File: src/lpht_pkg.sv
// Package for the linear probe hash table unit: command, status and state codes,
// field widths and the key byte helpers. No dependencies.
package lpht_pkg;

    localparam int TABLE_DEPTH_DEF   = 64;
    localparam int KEY_BYTES_DEF     = 8;
    localparam int PAYLOAD_BYTES_DEF = 8;

    localparam int WORD_W  = 64;
    localparam int LEN_W   = 4;
    localparam int CAP_W   = 7;
    localparam int SLOT_W  = 6;
    localparam int COUNT_W = 7;
    localparam int SUM_W   = 11;
    localparam int CFG_W   = 7;

    typedef enum logic [1:0] {
        CMD_INSERT = 2'd0,
        CMD_DELETE = 2'd1,
        CMD_GET    = 2'd2,
        CMD_UPDATE = 2'd3
    } cmd_t;

    typedef enum logic [2:0] {
        ST_OK           = 3'd0,
        ST_FULL         = 3'd1,
        ST_KEY_LONG     = 3'd2,
        ST_PAYLOAD_LONG = 3'd3,
        ST_EXISTS       = 3'd4,
        ST_NOT_FOUND    = 3'd5
    } status_t;

    typedef enum logic [1:0] {
        CFG_CAPACITY    = 2'd0,
        CFG_MAX_KEY     = 2'd1,
        CFG_MAX_PAYLOAD = 2'd2
    } cfg_idx_t;

    typedef enum logic [2:0] {
        S_CLEAR,
        S_IDLE,
        S_HASH,
        S_PROBE,
        S_RESULT
    } state_t;

    function automatic logic [WORD_W-1:0] byte_mask(input logic [LEN_W-1:0] len);
        logic [WORD_W-1:0] m;
        m = '0;
        for (int i = 0; i < WORD_W / 8; i++)
        begin
            if (LEN_W'(i) < len)
                m[8*i +: 8] = 8'hFF;
        end
        return m;
    endfunction

    function automatic logic [SUM_W-1:0] key_sum(input logic [WORD_W-1:0] key);
        logic [SUM_W-1:0] s;
        s = '0;
        for (int i = 0; i < WORD_W / 8; i++)
            s = s + SUM_W'(key[8*i +: 8]);
        return s;
    endfunction

endpackage

File: src/lpht_mod.sv
// Bit-serial remainder unit: key byte sum modulo the table capacity, one bit a cycle.
// Depends on lpht_pkg.
module lpht_mod import lpht_pkg::*;
(
    input  logic             clk,
    input  logic             rst_n,
    input  logic             start,
    input  logic [SUM_W-1:0] dividend,
    input  logic [CAP_W-1:0] divisor,
    output logic             done,
    output logic [CAP_W-1:0] rem
);
    localparam int CW = $clog2(SUM_W);

    logic             busy_reg, busy_next;
    logic             done_reg, done_next;
    logic [CW-1:0]    cnt_reg, cnt_next;
    logic [SUM_W-1:0] num_reg, num_next;
    logic [CAP_W-1:0] rem_reg, rem_next;
    logic [CAP_W-1:0] div_reg, div_next;
    logic [CAP_W:0]   trial;

    always_comb
    begin
        busy_next = busy_reg;
        done_next = 1'b0;
        cnt_next  = cnt_reg;
        num_next  = num_reg;
        rem_next  = rem_reg;
        div_next  = div_reg;
        trial     = {rem_reg, num_reg[SUM_W-1]};
        if (start)
        begin
            busy_next = 1'b1;
            cnt_next  = '0;
            num_next  = dividend;
            rem_next  = '0;
            div_next  = divisor;
        end
        else if (busy_reg)
        begin
            if (trial >= {1'b0, div_reg})
                rem_next = CAP_W'(trial - {1'b0, div_reg});
            else
                rem_next = trial[CAP_W-1:0];
            num_next = {num_reg[SUM_W-2:0], 1'b0};
            cnt_next = cnt_reg + 1'b1;
            if (cnt_reg == CW'(SUM_W - 1))
            begin
                busy_next = 1'b0;
                done_next = 1'b1;
            end
        end
    end

    always_ff @(posedge clk or negedge rst_n)
    begin
        if (!rst_n)
        begin
            busy_reg <= 1'b0;
            done_reg <= 1'b0;
            cnt_reg  <= '0;
        end
        else
        begin
            busy_reg <= busy_next;
            done_reg <= done_next;
            cnt_reg  <= cnt_next;
        end
    end

    always_ff @(posedge clk)
    begin
        num_reg <= num_next;
        rem_reg <= rem_next;
        div_reg <= div_next;
    end

    assign done = done_reg;
    assign rem  = rem_reg;

endmodule

File: config.mk
export PLATFORM = sky130hd
export DESIGN_NAME = lpht_mod
export DESIGN_NICKNAME = d
export VERILOG_FILES = /design/src/lpht_pkg.sv /design/src/lpht_mod.sv
export SDC_FILE = /design/constraint.sdc
export NUM_CORES = 1
export LEC_CHECK = 0
export BUFFER_PORTS_ARGS = -buffer_cell sky130_fd_sc_hd__buf_2
export CORE_UTILIZATION = 50
export CTS_CLUSTER_SIZE = 40
export DETAILED_ROUTE_END_ITERATION = 8
export PLACE_DENSITY = 0.75
export SETUP_SLACK_MARGIN = 0.2
export SYNTH_ARGS = -nofsm -noshare
export SYNTH_HDL_FRONTEND = slang
export SYNTH_SLANG_ARGS = --single-unit
File: constraint.sdc
create_clock -name clk -period 1.75 [get_ports clk]
set_input_delay 0.2625 -clock clk [delete_from_list [all_inputs] [get_ports clk]]
set_output_delay 0.2625 -clock clk [all_outputs]
set_load 0.02 [all_outputs]
==> impl_metrics.json, run 1 <==
{
  "ir_worst_vdd_mv": 0.7363,
  "crit_start": "num_reg[10]$_DFFE_PP_",
  "crit_fanout": 4,
  "hp-class": "input pin to register",
  "timing.final.crit_share_pct": 106.2,
  "outcome": "complete, but fails checks",
  "timing.final.setup_violations": 4,
  "synth_cell_types": 46,
  "setup-tns-final_ps": -271.5,
  "critical_path.cell_chain": "inv_2 > ha_4 > inv_2 > fa_2 > nand3_4 > a31oi_4 > or4_4 > o311ai_2",
  "synthesis.area_um2": 1694,
  "clk_latency_ps": 320,
  "fillerInstances": 235,
  "finalCriticalPeriod_ps": 1858,
  "drt-met1-wl_um": 1561,
  "synthFlopType": "edfxtp_1",
  "rows": 20,
  "synth_commonest_cells": "edfxtp_1 (18), nor2_1 (13), inv_1 (11), mux2_2 (11)",
  "syn-num-nets": 184,
  "p_per_area_nw_per_um2": 1235,
  "worstPathArrival_ps": 2070,
  "slowest_stage": "or4_4",
  "ys_seq_area_share_pct": 49.04,
  "timing.rr.end": "rem[0]$_SDFFE_PP0P_",
  "clkSlewWorstSetupHoldPaths_ps": 90,
  "p_leak_nw": 0.9098,
  "synth_area_leaders": "edfxtp_1 (32%), dfrtp_1 (8.9%), dfxtp_1 (8.3%)",
  "relSlewSlack_pct": 70.04,
  "critPathKind": "register to register",
  "met2_length_um": 1810,
  "grt_max_degree": 17,
  "setup_ws_ps": -108.4,
  "synthArstFlopShare_pct": 19.35,
  "first_global_vias": 1268,
  "finalHoldViolations": 0,
  "violations": "setup timing",
  "synth_warnings": 0,
  "grt_pass1_wl_um": 5547,
  "die_area_um2": 3625,
  "drive_above_1_share_pct": 46.70,
  "synth-edff-count": 18,
  "largest_reg_flops": 11,
  "clock_skew_ps": 6.508,
  "highest_layer": "met4",
  "seqCellArea_um2": 835.8,
  "layout-area-overhead-vs-synth_pct": 29.99,
  "timing.fmax_mhz": 538.1,
  "fin_area_um2": 2202,
  "gp_congestion": 0.7842,
  "dieWidth_um": 60.21,
  "routedWlPerCell_um": 15.23,
  "drcViolationCount": 0,
  "synth.most_common_cell": "edfxtp_1",
  "vias": 1345,
  "drt_wl_total_um": 3670,
  "critPathLaunchType": "register",
  "cp.depth": 8,
  "final_nets": 227,
  "track_usage_pct": 21.15,
  "drtIter0Drc": 47,
  "io_pins": 29,
  "postPlaceCellArea_um2": 2017,
  "core_um2": 3128,
  "critical-path-max-stage-delay_ps": 440,
  "ff2ff_path_depth": 8,
  "grt_overflow": 0,
  "max_cap_violations": 0,
  "slew_viol_final": 0,
  "critPathBufInv": 2,
  "syn_avg_cell_area_um2": 11.07,
  "setup.worst_path.end": "rem[0]$_SDFFE_PP0P_",
  "post_drt_via_cell_ratio": 5.581,
  "r2r_start": "num_reg[10]$_DFFE_PP_",
  "cp.required_ps": 1970,
  "tritoncts": "yes",
  "crit_family": "simple AND/OR/NAND/NOR gates",
  "cts_buffers": 5,
  "wl_met3_um": 175,
  "antenna_found_initial": 0,
  "netlist_instances": 153,
  "clockBufferDepth": 2,
  "yosysTopAreaCell": "edfxtp_1",
  "ant_nets": 0,
  "rsz0062_at_grt": "yes",
  "yosysTopAreaCellShare_pct": 31.91,
  "numClockSinks": 31,
  "regToRegSetupSlack_ps": -110,
  "initial_core_util_pct": 54.16,
  "final_core_utilization_pct": 70.40,
  "die_h_um": 60.21,
  "root_buffer": "clkbuf_4",
  "diodes": 0,
  "worst_setup_path_end_kind": "register",
  "place.port_buffers": 28,
  "crit_top_cell": "inv_2",
  "drt-pass1-iter-count": 4,
  "multi_input_area_um2": 953.4,
  "ys_ff_latch": 31,
  "worst_slew_pin_slew_ps": 446.7,
  "htreeDepth": 2,
  "hpwl_um": 2493
}
final cells by class:
cell class              instances  share of cell area (%)
clock buffers                   7                   2.045
repair buffers                 43                   12.10
inverters                      11                   1.875
well taps                      44                   2.500
clock inverters                 1                  0.2273
flip-flops and latches         31                   37.95
multi-input cells             104                   43.30
power by group:
group	internal [mW]	switching [mW]	leakage (nW)
clock	0.156	0.226	0.0293
combinational	0.669	0.685	0.559
sequential	0.887	0.0968	0.322
total	1.71	1.01	0.910
how the worst min path moves through the flow:
stage	startpoint	to	slack, ps	cells after the start
after floorplan	rst_n	busy_reg$_DFF_PN0_	-30	0
after global placement	rst_n	cnt_reg[2]$_DFFE_PN0P_	90	1
after detailed placement	rst_n	cnt_reg[3]$_DFFE_PN0P_	100	1
after CTS	divisor[3]	div_reg[3]$_DFFE_PP_	100	1
after global routing	divisor[1]	div_reg[1]$_DFFE_PP_	90	1
final	divisor[5]	div_reg[5]$_DFFE_PP_	110	1
routing by layer:
layer,global-route usage (%),vias to the layer above
li1,-,644
met1,25.62,647
met2,33.59,39
met3,7.359,15
met4,9.635,0
met5,0,-
logic make-up (layout without fill, tap and decap cells):
logic type,count (synthesis),after routing,synth area share (%)
simple gates,50,50,16.25
flops,31,31,49.04
compound gates,26,26,11.52
buf+inv,18,62,4.357
mux,12,12,7.903
fa+ha+maj,10,10,7.829
xor+xnor,6,6,3.102
what timing repair did:
action                     CTS  global route
pin swaps                    8             9
buffers inserted             2             3
setup endpoints to repair    7             7
resized for setup           12            12
hold endpoints to repair     6             0
hold buffers                 1             0
stage by stage:
stage,setup slack [ps],power [mW],hold slack [ps],cells
final,-108.4,2.721,113.4,241
after global routing,-152.8,2.887,88.79,241
after CTS,-72.09,2.562,102.1,238
after detailed placement,-95.84,2.114,95.15,227
after global placement,-50.58,2.073,89.75,227
after floorplan,-34.33,1.814,-33.09,153
layout by cell type, fill, tap and decap left out, types with 5 or more instances in the layout:
| cell type | instances |
|---|---|
| buf_2 | 28 |
| edfxtp_1 | 18 |
| nor2_1 | 12 |
| mux2_2 | 11 |
| buf_4 | 11 |
| nand2_1 | 8 |
| inv_1 | 7 |
| dfrtp_1 | 6 |
| nor3b_1 | 5 |
| ha_4 | 5 |
| clkbuf_4 | 5 |
| dfxtp_1 | 5 |
worst reg2reg max path: stages (launching register included):
cell	delay, ps
edfxtp_1	380
inv_2	90
ha_4	130
inv_2	30
fa_2	360
nand3_4	100
a31oi_4	120
or4_4	440
o311ai_2	100
Power figures use the tool's default switching activity.
==> run 2: changes to the inputs <==
- SETUP_SLACK_MARGIN: 0.2 -> unset
==> run 2 against run 1 <==
Worst hold slack got worse by 9.5 ps. Routed wire length decreased by 4.1%. Critical path depth increased by 1. Combinational power decreased by 16%. Sequential power decreased by 2.1%. Die area unchanged. The run still ends with setup timing left. Flip-flop and latch count unchanged. Count of clock-buffer cells in the layout decreased by 2.
==> impl_metrics.json, run 2 (same netlist as run 1, synthesis figures left out) <==
{
  "violations": "setup timing",
  "final_nets": 225,
  "place.port_buffers": 28,
  "clk_latency_ps": 330,
  "clock_skew_ps": 8.377,
  "track_usage_pct": 20.24,
  "crit_fanout": 5,
  "io_pins": 29,
  "grt_pass1_wl_um": 5230,
  "worst_slew_pin_slew_ps": 339.4,
  "first_global_vias": 1186,
  "hold_depth": 1,
  "largest_reg_flops": 11,
  "critical-path-max-stage-delay_ps": 430,
  "ant_nets": 0,
  "rsz0062_at_grt": "yes",
  "slowest_stage": "edfxtp_1",
  "outcome": "complete, but fails checks",
  "htreeDepth": 2,
  "hp-class": "input pin to register",
  "regToRegSetupSlack_ps": -220,
  "min_to": "div_reg[5]$_DFFE_PP_",
  "root_buffer": "clkbuf_4",
  "timing.final.setup_violations": 7,
  "max_cap_violations": 0,
  "clockBufferDepth": 2,
  "ir_worst_vdd_mv": 0.7311,
  "critPathLaunchType": "register",
  "numClockSinks": 31,
  "p_sw_share_pct": 35.72,
  "seq_power_share_pct": 36.6,
  "drt_wl_total_um": 3520,
  "antenna_found_initial": 0,
  "timing.final.crit_share_pct": 112.7,
  "ff2ff_path_depth": 9,
  "final_core_utilization_pct": 67.72,
  "crit_family": "compound AO/OA/AOI/OAI gates",
  "drt-pass1-iter-count": 4,
  "rows": 20,
  "drtIter0Drc": 36,
  "die_h_um": 60.21,
  "initial_core_util_pct": 54.16,
  "finalCriticalPeriod_ps": 1973,
  "critPathBufInv": 3,
  "finalHoldViolations": 0,
  "seqCellArea_um2": 832.0,
  "routedWlPerCell_um": 14.73,
  "postPlaceCellArea_um2": 1947,
  "setup_ws_ps": -223.0,
  "drcViolationCount": 0,
  "multi_input_area_um2": 867.1,
  "dieWidth_um": 60.21,
  "hpwl_um": 2468,
  "fin_area_um2": 2118,
  "tritoncts": "yes",
  "p_int_mw": 1.692,
  "diodes": 0,
  "layout-area-overhead-vs-synth_pct": 25.04,
  "vias": 1313,
  "p_sw_mw": 0.9404,
  "combPwrFrac_pct": 42.8,
  "clkSlewWorstSetupHoldPaths_ps": 100,
  "slew_viol_final": 0,
  "grt_overflow": 0,
  "cp.required_ps": 1960,
  "gp_congestion": 0.8253,
  "worst_setup_path_end_kind": "register",
  "post_drt_via_cell_ratio": 5.494,
  "p_per_area_nw_per_um2": 1243,
  "die_area_um2": 3625,
  "timing.fmax_mhz": 506.8,
  "place_ws_ps": -172.2,
  "critPathKind": "register to register",
  "final_cell_mix": "buf_2 (28), edfxtp_1 (18), nor2_1 (13), mux2_2 (11), buf_4 (11)",
  "fillerInstances": 269,
  "r2r_start": "div_reg[0]$_DFFE_PP_",
  "p_clk_share_pct": 20.6,
  "p_leak_nw": 0.8973,
  "crit_start": "div_reg[0]$_DFFE_PP_",
  "timing.rr.end": "rem[4]$_SDFFE_PP0P_",
  "worstPathArrival_ps": 2180,
  "drive_above_1_share_pct": 41.54,
  "cts_buffers": 5,
  "critical_path.cell_chain": "ha_4 > inv_4 > fa_2 > nand3_4 > buf_6 > a31o_4 > buf_4 > a31oi_1 > o31ai_1",
  "final_common_cell": "buf_2",
  "core_um2": 3128,
  "relSlewSlack_pct": 77.24,
  "grt_max_degree": 20,
  "min-delay-start": "divisor[5]"
}
run 2: through the flow:
step / hold WS (ps) / power (mW) / instances / setup TNS (ps)
after floorplan: -33.09 / 1.658 / 153 / -39.69
after global placement: 87.71 / 1.930 / 228 / -80.44
after detailed placement: 93.64 / 1.970 / 228 / -511.7
after CTS: 90.82 / 2.536 / 237 / -265.3
after global routing: 85.35 / 2.771 / 239 / -1246
final: 104.0 / 2.633 / 239 / -644.6
run 2: what timing repair did:
item | CTS | global route
setup endpoints to repair | 5 | 7
hold endpoints to repair | 6 | 0
resized for setup | 4 | 14
hold buffers | 1 | 0
pin swaps | 5 | 7
buffers inserted | 0 | 2
run 2: power groups by stage:
stage	registers, mW	clock network, mW	logic [mW]
floorplan	1.03	0	0.630
global placement	0.969	0	0.961
detailed placement	0.975	0	0.996
CTS	0.958	0.555	1.02
global route	0.978	0.585	1.21
finish	0.963	0.544	1.13
run 2: area by class of cell:
cell class / instances / share of cell area (%)
repair buffers: 41 / 11.52
inverters: 11 / 2.067
flip-flops and latches: 31 / 39.28
clock buffers: 5 / 1.772
well taps: 44 / 2.599
multi-input cells: 104 / 40.93
clock inverters: 3 / 1.831
run 2: worst max-delay path by stage:
stage	endpoint	cells after the start
after floorplan	rem[2]$_SDFFE_PP0P_	8
after global placement	rem[2]$_SDFFE_PP0P_	8
after detailed placement	rem[2]$_SDFFE_PP0P_	8
after CTS	rem[2]$_SDFFE_PP0P_	8
after global routing	rem[4]$_SDFFE_PP0P_	9
final	rem[4]$_SDFFE_PP0P_	9
run 2: per-layer routing:
| metal | GRT usage, % | up-vias | share of wire [%] |
|---|---|---|---|
| li1 | - | 643 | - |
| met3 | 4.545 | 9 | 4.5 |
| met5 | 0 | - | 0 |
| met2 | 34.69 | 43 | 52 |
| met1 | 23.83 | 618 | 41 |
| met4 | 9.302 | 0 | 2.5 |
